--- config.mk ---
export PLATFORM = sky130hd
export DESIGN_NAME = sd_command_frame_crc7_core
export DESIGN_NICKNAME = d
export VERILOG_FILES = /design/src/sv/sdcrc_pkg.sv /design/src/sv/sdcrc_crc_stage.sv /design/src/sv/sdcrc_finish.sv /design/src/sv/sd_command_frame_crc7_core.sv
export SDC_FILE = /design/constraint.sdc
export NUM_CORES = 1
export LEC_CHECK = 0
export ABC_AREA = 1
export ABC_CLOCK_PERIOD_IN_PS = 8000
export BUFFER_PORTS_ARGS = -buffer_cell sky130_fd_sc_hd__buf_2
export CAP_MARGIN = 15
export CORE_MARGIN = 10
export CORE_UTILIZATION = 35
export DETAILED_ROUTE_END_ITERATION = 8
export PLACE_DENSITY = 0.52
export SLEW_MARGIN = 0
export SYNTH_ARGS = -nofsm -noshare
export SYNTH_HDL_FRONTEND = slang
export SYNTH_HIERARCHICAL = 1
export SYNTH_SLANG_ARGS = --single-unit
--- constraint.sdc ---
create_clock -name clk -period 8 [get_ports clk]
set_input_delay 0.4 -clock clk [delete_from_list [all_inputs] [get_ports clk]]
set_output_delay 0.4 -clock clk [all_outputs]
set_load 0.02 [all_outputs]
--- src/sv/sdcrc_pkg.sv ---
package sdcrc_pkg;

  // operation codes
  localparam logic [1:0] OP_BUILD = 2'd0;
  localparam logic [1:0] OP_R1    = 2'd1;
  localparam logic [1:0] OP_R3    = 2'd2;

  // status codes
  localparam logic [1:0] ST_OK      = 2'd0;
  localparam logic [1:0] ST_CRC_ERR = 2'd1;
  localparam logic [1:0] ST_IDX_ERR = 2'd2;

  localparam logic [7:0] FRAME_BITS_M1 = 8'd47;
  localparam logic [5:0] IDX_EXEMPT    = 6'd41;
  localparam logic [7:0] CRC7_POLY     = 8'h12;
  localparam int         MSG_BITS      = 40;

  typedef struct packed {
    logic [1:0]  cmd;
    logic [5:0]  command_index;
    logic [31:0] argument;
    logic [7:0]  resp_len_bits;
    logic [31:0] resp_high_word;
    logic [15:0] resp_low_half;
  } in_t;

  typedef struct packed {
    logic [31:0] frame_word_a;
    logic [31:0] frame_word_b;
    logic [1:0]  status;
    logic [31:0] card_status;
  } out_t;

  // one request in flight: its fields, the bytes still to fold in, partial CRC
  typedef struct packed {
    in_t                 item;
    logic [MSG_BITS-1:0] msg;
    logic [7:0]          crc;
  } stage_t;

  // CRC7 kept left-aligned in 8 bits, one byte MSB first
  function automatic logic [7:0] crc7_byte(input logic [7:0] crc, input logic [7:0] data);
    logic [7:0] c;
    c = crc ^ data;
    for (int i = 0; i < 8; i++) begin
      if (c[7]) begin
        c = {c[6:0], 1'b0} ^ CRC7_POLY;
      end else begin
        c = {c[6:0], 1'b0};
      end
    end
    return c;
  endfunction

endpackage

--- src/sv/sdcrc_crc_stage.sv ---
module sdcrc_crc_stage (
  input  logic            clk,
  input  logic            rst_n,
  input  logic            up_valid,
  output logic            up_stall,
  input  sdcrc_pkg::stage_t up_data,
  output logic            dn_valid,
  input  logic            dn_stall,
  output sdcrc_pkg::stage_t dn_data
);

  logic              valid_r;
  sdcrc_pkg::stage_t data_r;
  sdcrc_pkg::stage_t data_nxt;
  logic              advance;

  assign advance  = !valid_r || !dn_stall;
  assign up_stall = !advance;
  assign dn_valid = valid_r;
  assign dn_data  = data_r;

  // fold the leading byte into the CRC, then shift it out
  always_comb begin
    data_nxt      = up_data;
    data_nxt.crc  = sdcrc_pkg::crc7_byte(up_data.crc,
                                         up_data.msg[sdcrc_pkg::MSG_BITS-1 -: 8]);
    data_nxt.msg  = {up_data.msg[sdcrc_pkg::MSG_BITS-9:0], 8'h00};
  end

  always_ff @(posedge clk) begin
    if (!rst_n) begin
      valid_r <= 1'b0;
    end else if (advance) begin
      valid_r <= up_valid;
    end
  end

  always_ff @(posedge clk) begin
    if (advance && up_valid) begin
      data_r <= data_nxt;
    end
  end

endmodule

--- src/sv/sdcrc_finish.sv ---
module sdcrc_finish (
  input  logic              clk,
  input  logic              rst_n,
  input  logic              up_valid,
  output logic              up_stall,
  input  sdcrc_pkg::stage_t up_data,
  output logic              out_valid,
  input  logic              out_stall,
  output sdcrc_pkg::out_t   out_data
);

  logic            valid_r;
  sdcrc_pkg::out_t res_r;
  sdcrc_pkg::out_t res_nxt;
  logic            advance;
  logic [7:0]      crc;
  logic [31:0]     payload;
  sdcrc_pkg::in_t  it;

  assign advance   = !valid_r || !out_stall;
  assign up_stall  = !advance;
  assign out_valid = valid_r;
  assign out_data  = res_r;

  always_comb begin
    it      = up_data.item;
    crc     = sdcrc_pkg::crc7_byte(up_data.crc, up_data.msg[sdcrc_pkg::MSG_BITS-1 -: 8]);
    payload = {it.resp_high_word[23:0], it.resp_low_half[15:8]};
    res_nxt = '0;
    unique case (it.cmd)
      sdcrc_pkg::OP_BUILD: begin
        res_nxt.frame_word_a = {sdcrc_pkg::FRAME_BITS_M1, 2'b01, it.command_index,
                                it.argument[31:16]};
        res_nxt.frame_word_b = {it.argument[15:0], crc[7:1], 1'b1,
                                (it.resp_len_bits == 8'd0) ? 8'd0 : it.resp_len_bits - 8'd1};
      end
      sdcrc_pkg::OP_R1: begin
        // CRC wins over index; the end bit is masked off the received CRC
        if (crc != {it.resp_low_half[7:1], 1'b0}) begin
          res_nxt.status = sdcrc_pkg::ST_CRC_ERR;
        end else if (it.resp_high_word[31:24] != {2'b00, it.command_index} &&
                     it.command_index != sdcrc_pkg::IDX_EXEMPT) begin
          res_nxt.status = sdcrc_pkg::ST_IDX_ERR;
        end else begin
          res_nxt.card_status = payload;
        end
      end
      sdcrc_pkg::OP_R3: begin
        res_nxt.card_status = payload;
      end
      default: begin
        res_nxt = '0;
      end
    endcase
  end

  always_ff @(posedge clk) begin
    if (!rst_n) begin
      valid_r <= 1'b0;
    end else if (advance) begin
      valid_r <= up_valid;
    end
  end

  always_ff @(posedge clk) begin
    if (advance && up_valid) begin
      res_r <= res_nxt;
    end
  end

endmodule

--- src/sv/sd_command_frame_crc7_core.sv ---
// Throughput: one request per cycle while the output is not stalled; the rate is set
//   by the five-stage CRC7 pipeline, one header byte folded into the CRC in each stage.
// Reset: synchronous, active low; it clears the stage valid bits only, data registers
//   keep whatever they hold until the next request loads them.
module sd_command_frame_crc7_core (
  input  logic            clk,
  input  logic            rst_n,
  input  logic            in_valid,
  output logic            in_stall,
  input  sdcrc_pkg::in_t  in_data,
  output logic            out_valid,
  input  logic            out_stall,
  output sdcrc_pkg::out_t out_data
);

  localparam int CRC_STAGES = 4;

  // Stage links: link k feeds CRC stage k, link CRC_STAGES feeds the finish stage.
  logic              link_valid [CRC_STAGES+1];
  logic              link_stall [CRC_STAGES+1];
  sdcrc_pkg::stage_t link_data  [CRC_STAGES+1];

  // Pick the five bytes that the CRC covers. A command frame covers the
  // start/direction/index byte and the argument; a response check covers the
  // echoed index byte, the status bytes and the last status byte. For an R3
  // extract or an unknown code the CRC is computed but never used.
  always_comb begin
    link_data[0].item = in_data;
    link_data[0].crc  = 8'h00;
    if (in_data.cmd == sdcrc_pkg::OP_BUILD) begin
      link_data[0].msg = {2'b01, in_data.command_index, in_data.argument};
    end else begin
      link_data[0].msg = {in_data.resp_high_word, in_data.resp_low_half[15:8]};
    end
  end

  assign link_valid[0] = in_valid;
  assign in_stall      = link_stall[0];

  // Four header bytes, one per stage; each stage holds its request while
  // the next one is stalled.
  for (genvar k = 0; k < CRC_STAGES; k++) begin : g_crc
    sdcrc_crc_stage u_stage (
      .clk      (clk),
      .rst_n    (rst_n),
      .up_valid (link_valid[k]),
      .up_stall (link_stall[k]),
      .up_data  (link_data[k]),
      .dn_valid (link_valid[k+1]),
      .dn_stall (link_stall[k+1]),
      .dn_data  (link_data[k+1])
    );
  end

  // Fold the last byte, check or frame, and hold the result until taken.
  sdcrc_finish u_finish (
    .clk       (clk),
    .rst_n     (rst_n),
    .up_valid  (link_valid[CRC_STAGES]),
    .up_stall  (link_stall[CRC_STAGES]),
    .up_data   (link_data[CRC_STAGES]),
    .out_valid (out_valid),
    .out_stall (out_stall),
    .out_data  (out_data)
  );

endmodule
# Yosys cells after proc, flatten, opt, wreduce, memory -nomap -nowiden
# Cells that the tools add are included.
totals:
  reg_bits: 599
  output_inout_bits: 100
  word_cells: 168
classes:
  n_addsub: 1
  n_eq_ne: 5
  muxes: 48
  bitwise: 46
  n_reduce_logical: 23
ops:
  columns: ["operator", "n"]
  rows:
  - ["5-bit 2-to-1 mux", 40]
  - ["2-bit NOT", 40]
  - ["32-bit 2-to-1 mux", 2]
  - ["32-bit one-hot mux with 2 select lines", 1]
  - ["62-bit 2-to-1 mux", 1]
  - ["40-bit 2-to-1 mux", 1]
  - ["8-bit XOR", 4]
  - ["8-bit logical NOT", 1]
  - ["8-bit 2-to-1 mux", 1]
  - ["8-bit by 6-bit != test with 1-bit output", 1]
  - ["8-bit != test", 1]
  - ["8-bit by 1-bit subtractor with 8-bit output, second input constant", 1]
  - ["1-bit logical NOT", 7]
  - ["1-bit logical AND", 6]
  - ["6-bit != test, second input constant", 1]
  - ["1-bit logical OR", 5]
  - ["2-bit logical NOT", 2]
  - ["2-bit OR reduction", 2]
  - ["2-bit by 1-bit equality test with 1-bit output, second input constant", 1]
  - ["2-bit equality test, second input constant", 1]
  - ["2-bit 2-to-1 mux", 1]
  - ["1-bit NOT", 2]
  - ["1-bit 2-to-1 mux", 1]

# Depth between registers and ports, before layout
# Gate-level depths: netlist (run 1).
logic_depth:
  ltp_word: 20
  depth_mapped: 15
  depth_no_buf: 13

# Modules after synthesis
# Netlist (run 1), hierarchy kept.
by_module_without_submodules:
  columns: ["module", "instances", "cells_each", "area_per_inst_um2", "seq_area_each_um2"]
  rows:
  - ["sdcrc_crc_stage", 4, 205, 4458.0, 4073.9]
  - ["sdcrc_finish", 1, 559, 4903.5, 2662.6]
  - ["sd_command_frame_crc7_core", 1, 131, 590.6, 0.0]

# Worst setup path after synthesis (run 1)
# Ideal clock, no wire load.
synth_timing:
  path_type: "input-to-reg"
  from: "in out_stall"
  to: "reg g_crc[0].u_stage.data_r, in the netlist g_crc[0].u_stage/dn_data[100] (enable)"
  setup_ns: 0.631
  t_arrival_ns: 6.609
  setup_slack_ns: 0.759
  cell_stages: 11
  n_path_buf: 0
  path_cell_list: "nand2_1 inv_1 nand2_1 inv_1 nand2_1 inv_1 nand2_1 inv_1 nand2_1 inv_1 nor2_1"
synth_via:
  elab_chain_cells: 7
synth_lines:
  columns: ["item", "line_no", "rtl"]
  rows:
  - ["start, declared", "sd_command_frame_crc7_core.sv:12", "input logic out_stall,"]
  - ["1-bit logical NOT", "sdcrc_finish.sv:20", "assign advance = !valid_r || !out_stall;"]
  - ["1-bit logical OR", "sdcrc_finish.sv:20", null]
  - ["1-bit logical OR (4 in a row)", "sdcrc_crc_stage.sv:17", "assign advance = !valid_r || !dn_stall;"]
  - ["1-bit logical AND", "sdcrc_crc_stage.sv:39", "if (advance && up_valid) begin"]
  - ["end signal, assigned", "sdcrc_crc_stage.sv:40", "data_r <= data_nxt;"]
  - ["end, declared", "sdcrc_crc_stage.sv:13", "sdcrc_pkg::stage_t data_r;"]
# Every way passes these cells.
# A chain may end at the register's enable or synchronous reset.

==> impl_metrics.toml, run 1 <==
[power]
p_sw_share_pct = 21.1
leakage_uw = 0.0100
p_sw_uw = 1390
clkPwrFrac_pct = 41.1
combPwrFrac_pct = 5.4
power.total_uw = 6560
p_per_area_nw_per_um2 = 251
p_int_uw = 5180
vdd_drop_max_mv = 0.183
power_frac_seq_pct = 53.6

[clock_tree]
cts_tree = "built"
cts_root_buf = "clkbuf_16"
clkLatencyLatePin_ns = 0.63
clkTransAtPathRegs_ns = 0.06
cts.sinks = 581
cts_buffers = 60
htreeDepth = 2
postCtsSetupRepairBufs = 0
cts_resized = 0
hold_buffers = 89
clock_path_buffers = 3

[die]
die_y_um = 268
io_pins = 200
die_area_um2 = 71800
start_util_pct = 35.5
num_rows = 90
die_x_um = 268
coreArea_um2 = 60600

[critical_path]
reg2reg_depth = 9
path_class = "reg2reg"
cp.arrival_ns = 3.23
cpPeakStageDelay_ns = 0.72
crit_buf_inv = 0
r2r_end = "u_finish/out_data[10]$_DFFE_PP_"
cp-end-kind = "flip-flop"
crit_fanout = 33
worst_setup_path_start_kind = "flip-flop"
rrSetupSlack_ns = 5.11
slowest_stage = "nor2_4"
cp_top_family = "simple AND/OR/NAND/NOR gates"
worstPathRequired_ns = 8.34
worstPathCellList = "xnor2_1, nand2_1, nand2_2, nand2_1, nand2_2, o21ai_2, nor2_4, nand4_1, a21oi_1"
r2r-start = "g_crc[3].u_stage/dn_data[7]$_DFFE_PP_"

[timing]
finalMaxSlewViolations = 0
setup_violations = 0
maxSlewHeadroom_pct = 37.1
setup_tns_ns = 0
clock_skew_ns = 0.0286
hold_viol = 0
rsz0062_at_grt = "false"
period_share_pct = 36.1
worst_pin_slew_ns = 0.941
holdWs_ns = 0.0452
fmax_mhz = 346
layout_min_cycle_time_ns = 2.89

[final_layout]
drive_above_1_share_pct = 18.2
nNetsFinal = 1856
stdcell_area_um2 = 26200
stdcell_count = 2583
fillers = 5411
syn_to_final_growth_pct = 21.7

[global_routing]
groute.usage.overall_pct = 12.7
antenna_found_initial = 7
grt_pass1_wl_um = 69400
grt_pass1_vias = 11900
grt_max_degree = 135
grt_overflow_total = 0

[hold_path]
min_from = "in_data[73]"
hold_depth = 1
hold_class = "in2reg"
min_to = "g_crc[0].u_stage/dn_data[121]$_DFFE_PP_"

[drt]
detail-route-antenna-nets = 0
vias_per_cell = 4.46
dr.pass1.iters = 8
vias = 11500
post_drt_wl_per_cell_um = 17.7
drcViolationCount = 0
drt_first_iter_violations = 842
wirelength_um = 45700

[logic_synthesis]
syn_inst = 1426
syn_area_per_cell_um2 = 15.1
synth_area_um2 = 21500
synth_warnings = 6

[flow_run]
maxCapViolCount = 0

[placement]
dp_hpwl_um = 28100
place_congestion = 0.752
placed_cells = 2380
port_buffers = 194
place_area_um2 = 23300

[status]
status = "completed"
[power by group through the flow]
stage / clock, µW / combinational [µW] / sequential, µW
after floorplan: 0 / 205 / 3590
after global placement: 0 / 312 / 3580
after detailed placement: 0 / 320 / 3580
after CTS: 2790 / 357 / 3520
after global routing: 2910 / 395 / 3520
final: 2700 / 352 / 3520
[worst register-to-register path, stage by stage, from the launching register on]
cell and delay [ns]:
edfxtp_1 0.44, xnor2_1 0.31, nand2_1 0.11, nand2_2 0.12
nand2_1 0.07, nand2_2 0.08, o21ai_2 0.07, nor2_4 0.72
nand4_1 0.21, a21oi_1 0.47
[cells in the final DEF, fill, tap and decap left out, types with 8 or more instances in the layout]
| cell type | n |
|---|---|
| nor2_1 | 50 |
| buf_4 | 8 |
| clkinv_1 | 14 |
| xor2_1 | 26 |
| clkbuf_1 | 15 |
| buf_2 | 194 |
| conb_1 | 22 |
| clkbuf_16 | 60 |
| nand4_1 | 32 |
| inv_1 | 130 |
| nor2_4 | 8 |
| xnor2_2 | 8 |
| nand2_1 | 351 |
| nand3_1 | 34 |
| nand2_2 | 9 |
| xnor2_1 | 27 |
| edfxtp_1 | 576 |
| dlygate4sd3_1 | 89 |
| a21oi_1 | 38 |
| o21ai_0 | 37 |
[state kept, by name (all words and copies together), names as in the netlist]
name	flops
u_finish/out_valid	1
g_crc.u_stage/dn_valid	4
u_finish/out_data	88
g_crc.u_stage/dn_data	488
[layout make-up]
type | instances | area (µm²) | share of cell area, %
flip-flops and latches | 581 | 17400 | 66.4
diodes | 5 | 12.5 | 0.0478
multi-input cells | 677 | 3350 | 12.8
repair buffers | 297 | 2060 | 7.85
clock buffers | 75 | 1560 | 5.95
well taps | 782 | 978 | 3.73
clock inverters | 32 | 345 | 1.32
inverters | 134 | 503 | 1.92
[worst max-delay path by stage]
| stage | endpoint | depth (start not counted) | from |
|---|---|---|---|
| floorplan | g_crc[0].u_stage/dn_data[100]$_DFFE_PP_ | 11 | out_stall |
| global placement | g_crc[0].u_stage/dn_data[4]$_DFFE_PP_ | 9 | in_data[95] |
| detailed placement | g_crc[0].u_stage/dn_data[4]$_DFFE_PP_ | 9 | in_data[95] |
| CTS | u_finish/out_data[10]$_DFFE_PP_ | 11 | g_crc[3].u_stage/dn_data[41]$_DFFE_PP_ |
| global route | u_finish/out_data[10]$_DFFE_PP_ | 9 | g_crc[3].u_stage/dn_data[7]$_DFFE_PP_ |
| finish | u_finish/out_data[10]$_DFFE_PP_ | 9 | g_crc[3].u_stage/dn_data[7]$_DFFE_PP_ |
[routing by layer]
layer  GRT usage, %  vias up  part of all wire [%]
li1               -     5579                     -
met1           16.2     5539                    45
met2           20.6      298                    47
met3           3.20       93                   5.9
met4           4.53        8                   2.7
met5              0        -                  0.10
[metrics by stage]
stage                     worst slack [ns]  util, %
after floorplan                      0.803        -
after global placement                5.12     38.5
after detailed placement              5.07     38.5
after CTS                             5.18     43.1
after global routing                  4.91     43.2
final                                 5.11     43.2
(Power assumes the default switching activity.)
==> run 2: changes to the inputs <==
--- a/config.mk
+++ b/config.mk
@@ -6,7 +6,7 @@
 export NUM_CORES = 1
 export LEC_CHECK = 0
 export ABC_AREA = 1
-export ABC_CLOCK_PERIOD_IN_PS = 8000
+export ABC_CLOCK_PERIOD_IN_PS = 2800
 export BUFFER_PORTS_ARGS = -buffer_cell sky130_fd_sc_hd__buf_2
 export CAP_MARGIN = 15
 export CORE_MARGIN = 10
==> constraint.sdc (replaced) <==
create_clock -name clk -period 2.8 [get_ports clk]
set_input_delay 0.14 -clock clk [delete_from_list [all_inputs] [get_ports clk]]
set_output_delay 0.14 -clock clk [all_outputs]
set_load 0.02 [all_outputs]
==> run 2 against run 1 <==
Effect of this change:
- cell area is 1.6% higher
- via count grew 0.53%
- non-clock buffer count increased by 26
- hold slack improved by 0.039 ns
- sequential power rose to 2.8 times the previous value
- count of clock-buffer cells in the layout down 7
- largest power group unchanged
- first-iteration DRC count decreased by 3.7%
- clock power grew to 2.9 times the previous value
- maximum frequency grew 22%
- largest cell class unchanged
- setup slack lost 4.7 ns
- final cell count increased by 1.1%
- register-to-register slack worse by 4.7 ns
==> impl_metrics.toml, run 2 (synthesized netlist as in run 1, its figures left out) <==
[power]
vdd_drop_max_mv = 0.492
power.total_uw = 19000
leakage_uw = 0.0102
p_per_area_nw_per_um2 = 715

[hold_path]
hold_depth = 2
hold_class = "in2reg"
min_from = "in_data[95]"
min_to = "g_crc[0].u_stage/dn_data[143]$_DFFE_PP_"

[critical_path]
worstPathCellList = "xnor2_1, nand3_1, nand2_1, inv_2, nand2_1, nand3_2, nor2_4, buf_4, nand4_1, a21oi_1"
reg2reg_depth = 10
r2r-start = "g_crc[3].u_stage/dn_data[47]$_DFFE_PP_"
crit_fanout = 25
path_common_cell = "nand2_1"
cp-end-kind = "flip-flop"
cpPeakStageDelay_ns = 0.41
slowest_stage = "edfxtp_1"
cp.arrival_ns = 2.83
path_class = "reg2reg"
r2r_end = "u_finish/out_data[28]$_DFFE_PP_"
worstPathRequired_ns = 3.25
rrSetupSlack_ns = 0.43
worst_setup_path_start_kind = "flip-flop"

[clock_tree]
clock_path_buffers = 3
cts_tree = "built"
cts.sinks = 581
htreeDepth = 2
clkTransAtPathRegs_ns = 0.06
clkLatencyLatePin_ns = 0.63
postCtsSetupRepairBufs = 0
cts_root_buf = "clkbuf_16"
cts_buffers = 60
hold_buffers = 97
cts_resized = 0

[die]
start_util_pct = 35.5
die_x_um = 268
coreArea_um2 = 60600
die_area_um2 = 71800
io_pins = 200
num_rows = 90
die_y_um = 268

[final_layout]
largest_reg_flops = 488
mostFrequentLayoutCell = "edfxtp_1"
fin_util_pct = 43.9
syn_to_final_growth_pct = 23.6
drive_above_1_share_pct = 20.2
nNetsFinal = 1882
final_cell_mix = "576 x edfxtp_1, 346 x nand2_1, 194 x buf_2, 125 x inv_1, 97 x dlygate4sd3_1"
stdcell_area_um2 = 26600

[flow_run]
maxCapViolCount = 0

[global_routing]
grt_pass1_vias = 12000
grt_max_degree = 81
groute.usage.overall_pct = 12.8
antenna_found_initial = 4
grt_pass1_wl_um = 70200
grt_overflow_total = 0

[drt]
wirelength_um = 46300
vias = 11600
drt_first_iter_violations = 811
drcViolationCount = 0
post_drt_wl_per_cell_um = 17.7
vias_per_cell = 4.43
detail-route-antenna-nets = 0
dr.pass1.iters = 5

[timing]
finalMaxSlewViolations = 0
maxSlewHeadroom_pct = 45.3
period_share_pct = 84.8
layout_min_cycle_time_ns = 2.37
setup_violations = 0
hold_viol = 0
clock_skew_ns = 0.0229
holdWs_ns = 0.0843
rsz0062_at_grt = "false"
fmax_mhz = 421
worst_pin_slew_ns = 0.821

[placement]
place_congestion = 0.782
place_area_um2 = 23600
port_buffers = 194
dp_hpwl_um = 31000

[status]
status = "completed"
==> run 2: cell count changes in the layout (fill, tap and decap cells not counted), moves of 5 or more <==
cell and change:
inv_1 -5, clkinv_2 +7, buf_12 +11, dlygate4sd3_1 +8, nand2_2 +5, nand2_1 -5
buf_4 +9, clkbuf_1 -7
==> run 2: worst max-delay path: cells and delay by family (launching register included) <==
| kind | cells | cell delay (ns) |
|---|---|---|
| buf+inv | 2 | 0.38 |
| compound gates | 1 | 0.19 |
| xor+xnor | 1 | 0.34 |
| simple gates | 6 | 0.84 |
| flops | 1 | 0.41 |
==> run 2: through the flow <==
step                TNS [ns]  cells  setup slack (ns)
detailed placement         0   2400             0.464
finish                     0   2612             0.427
CTS                        0   2611             0.426
floorplan            -141.61   1442            -0.538
global route               0   2612             0.212
global placement           0   2400             0.607
==> run 2: worst max-delay path by stage <==
| stage | endpoint | slack (ns) | depth (start not counted) | start |
|---|---|---|---|---|
| 6_report | u_finish/out_data[28]$_DFFE_PP_ | 0.43 | 10 | g_crc[3].u_stage/dn_data[47]$_DFFE_PP_ |
| 5_1_grt | u_finish/out_data[27]$_DFFE_PP_ | 0.21 | 10 | g_crc[3].u_stage/dn_data[47]$_DFFE_PP_ |
| 4_1_cts | u_finish/out_data[27]$_DFFE_PP_ | 0.43 | 10 | g_crc[3].u_stage/dn_data[47]$_DFFE_PP_ |
| 3_5_place_dp | u_finish/out_data[28]$_DFFE_PP_ | 0.46 | 10 | g_crc[3].u_stage/dn_data[47]$_DFFE_PP_ |
| 3_3_place_gp | u_finish/out_data[31]$_DFFE_PP_ | 0.61 | 10 | g_crc[3].u_stage/dn_data[47]$_DFFE_PP_ |
| 2_1_floorplan | g_crc[0].u_stage/dn_data[100]$_DFFE_PP_ | -0.54 | 11 | u_finish/out_valid$_SDFFE_PN0N_ |
==> run 2: cell type report <==
type,count,area [µm²]
clock inverter,46,463
fill,5397,34000
antenna,1,2.50
clock buffer,68,1530
sequential,581,17400
inverter,134,505
tap,782,978
multi-input combinational,677,3360
timing repair buffer,323,2370
==> run 2: per-layer routing <==
metal / track usage, % / wire length [µm]
met2: 20.9 / 21900
met1: 16.8 / 20600
met5: 0 / 33
met4: 3.80 / 954
met3: 3.11 / 2870
==> run 2: power breakdown <==
group	internal [µW]	total, µW	switching [µW]
clock network	4600	7940	3340
logic	406	1050	641
registers	9930	10000	111
==> run 3: changes to the inputs <==
--- a/config.mk
+++ b/config.mk
@@ -5,8 +5,8 @@
 export SDC_FILE = /design/constraint.sdc
 export NUM_CORES = 1
 export LEC_CHECK = 0
-export ABC_AREA = 1
-export ABC_CLOCK_PERIOD_IN_PS = 2800
+export ABC_AREA = 0
+export ABC_CLOCK_PERIOD_IN_PS = 2300
 export BUFFER_PORTS_ARGS = -buffer_cell sky130_fd_sc_hd__buf_2
 export CAP_MARGIN = 15
 export CORE_MARGIN = 10
==> constraint.sdc (replaced) <==
create_clock -name clk -period 2.3 [get_ports clk]
set_input_delay 0.115 -clock clk [delete_from_list [all_inputs] [get_ports clk]]
set_output_delay 0.115 -clock clk [all_outputs]
set_load 0.02 [all_outputs]
==> run 3 against run 2 <==
Effect of this change:
- power is 22% higher
- flip-flop and latch count is the same
- largest cell class unchanged
- cell area shrank 2.5%
- critical path type unchanged
- clock power grew 20%
==> impl_metrics.toml, run 3 <==
[status]
status = "completed"

[global_routing]
grt_pass1_vias = 10200
antenna_found_initial = 4
grt_max_degree = 89
groute.usage.overall_pct = 11.7
grt_overflow_total = 0
grt_pass1_wl_um = 62000

[placement]
place_area_um2 = 22900
place_congestion = 0.706
dp_slack_ns = -0.000279
placed_cells = 1933
port_buffers = 194
dp_hpwl_um = 26900

[drt]
detail-route-antenna-nets = 0
post_drt_wl_per_cell_um = 19.3
dr.pass1.iters = 7
vias_per_cell = 4.35
drcViolationCount = 0
drt_first_iter_violations = 534
wirelength_um = 41400
vias = 9343

[die]
start_util_pct = 35.6
io_pins = 200
num_rows = 88
die_area_um2 = 69100
die_y_um = 263
coreArea_um2 = 58000
die_x_um = 263

[final_layout]
mostFrequentLayoutCell = "edfxtp_1"
stdcell_count = 2149
fillers = 4958
final_cell_mix = "576 x edfxtp_1, 194 x buf_2, 99 x dlygate4sd3_1, 62 x clkbuf_16, 41 x and2_1"
nNetsFinal = 1440
fin_util_pct = 44.7
largest_reg_flops = 488
stdcell_area_um2 = 25900
drive_above_1_share_pct = 29.4
syn_to_final_growth_pct = 25.6

[clock_tree]
cts_tree = "built"
clock_path_buffers = 3
clkLatencyLatePin_ns = 0.61
cts_buffers = 60
cts.sinks = 581
cts_root_buf = "clkbuf_16"
clkTransAtPathRegs_ns = 0.06
htreeDepth = 2

[timing]
setup_violations = 0
setup_ws_ns = 0.0599
worst_pin_slew_ns = 0.861
rsz0062_at_grt = "true"
finalMaxSlewViolations = 0
clock_skew_ns = 0.0168
layout_min_cycle_time_ns = 2.24
fmax_mhz = 446
hold_viol = 0
maxSlewHeadroom_pct = 42.6
period_share_pct = 97.4

[flow_run]
maxCapViolCount = 0

[critical_path]
worstPathCellList = "xnor2_2, xnor3_1, xnor2_2, o211ai_2, o21a_1"
cp.arrival_ns = 2.61
slowest_stage = "xnor3_1"
cpPeakStageDelay_ns = 0.49
worstPathRequired_ns = 2.67
cp_top_family = "XOR/XNOR gates"
crit_fanout = 5
cp-end-kind = "flip-flop"
path_common_cell = "xnor2_2"
path_class = "reg2reg"
crit_buf_inv = 0
worst_setup_path_start_kind = "flip-flop"

[power]
power.total_uw = 23200
clkPwrFrac_pct = 41.1
leakage_uw = 0.00908
p_per_area_nw_per_um2 = 893
p_sw_share_pct = 20.5
power_frac_seq_pct = 52.7
p_int_uw = 18400
combPwrFrac_pct = 6.2
p_sw_uw = 4740
vdd_drop_max_mv = 0.620

[logic_synthesis]
synth_area_um2 = 20700
syn_area_per_cell_um2 = 21.4
synth_warnings = 6
syn_inst = 966

[hold_path]
hold_class = "in2reg"
==> run 3: changes by cell type in the layout (fill, tap and decap cells not counted), sizes merged, moves of 6 or more <==
cell / before / now
nor2: 59 / 16
a21oi: 38 / 1
buf: 226 / 235
o21a: 0 / 6
xnor2: 35 / 58
nand3: 39 / 1
and2: 2 / 47
xor2: 26 / 11
inv: 137 / 6
mux2: 0 / 38
nand2: 360 / 36
xnor3: 0 / 26
conb: 22 / 16
o21ai: 43 / 34
==> run 3: power groups by stage <==
stage          clock (µW)  sequential [µW]  combinational (µW)
2_1_floorplan           0            12400                 819
6_report             9520            12200                1440
4_1_cts              9870            12200                1460
5_1_grt             10300            12200                1540
3_5_place_dp            0            12400                1310
3_3_place_gp            0            12400                1300
==> run 3: repair_timing <==
action	CTS	global route
gates cloned	0	1
endpoints found under the setup margin	1	14
hold buffers	99	0
endpoints found under the hold margin	132	0
setup buffers	2	3
gates resized for setup	0	2
pin swaps	0	2
==> run 3: final cells by class <==
class / count / area (µm²) / area share (%)
flip-flops and latches: 581 / 17400 / 67.1
multi-input cells: 353 / 3120 / 12.0
repair buffers: 334 / 2490 / 9.62
clock buffers: 72 / 1590 / 6.13
well taps: 765 / 957 / 3.69
clock inverters: 38 / 358 / 1.38
inverters: 5 / 18.8 / 0.0724
diodes: 1 / 2.50 / 0.00965
==> run 3: metal layers <==
layer | vias up | part of all wire [%] | GRT usage (%)
li1 | 4433 | - | -
met1 | 4611 | 42 | 14.4
met2 | 232 | 49 | 19.8
met3 | 65 | 6.6 | 3.52
met4 | 2 | 1.9 | 3.19
met5 | - | 0.019 | 0
==> run 3: final timing paths <==
path,end,cells past startpoint,slack (ns),startpoint
min,g_crc[0].u_stage/dn_data[102]$_DFFE_PP_,2,0.22,in_data[54]
max,u_finish/out_data[32]$_SDFFCE_PN0P_,5,0.06,g_crc[3].u_stage/dn_data[4]$_DFFE_PP_
min reg2reg,g_crc[2].u_stage/dn_data[91]$_DFFE_PP_,0,0.41,g_crc[1].u_stage/dn_data[91]$_DFFE_PP_
max reg2reg,u_finish/out_data[32]$_SDFFCE_PN0P_,5,0.06,g_crc[3].u_stage/dn_data[4]$_DFFE_PP_
==> run 3: worst register-to-register path, cell delays in order (launching register included) <==
cell and delay (ns):
edfxtp_1 0.41, xnor2_2 0.25, xnor3_1 0.49, xnor2_2 0.31
o211ai_2 0.29, o21a_1 0.26
==> run 3: metrics by stage <==
step	hold slack [ns]	setup TNS (ns)
6_report	0.218	0
5_1_grt	0.193	-0.0910
4_1_cts	0.172	0
3_5_place_dp	0.294	-0.000279
3_3_place_gp	0.294	0
2_1_floorplan	0.214	-475.92
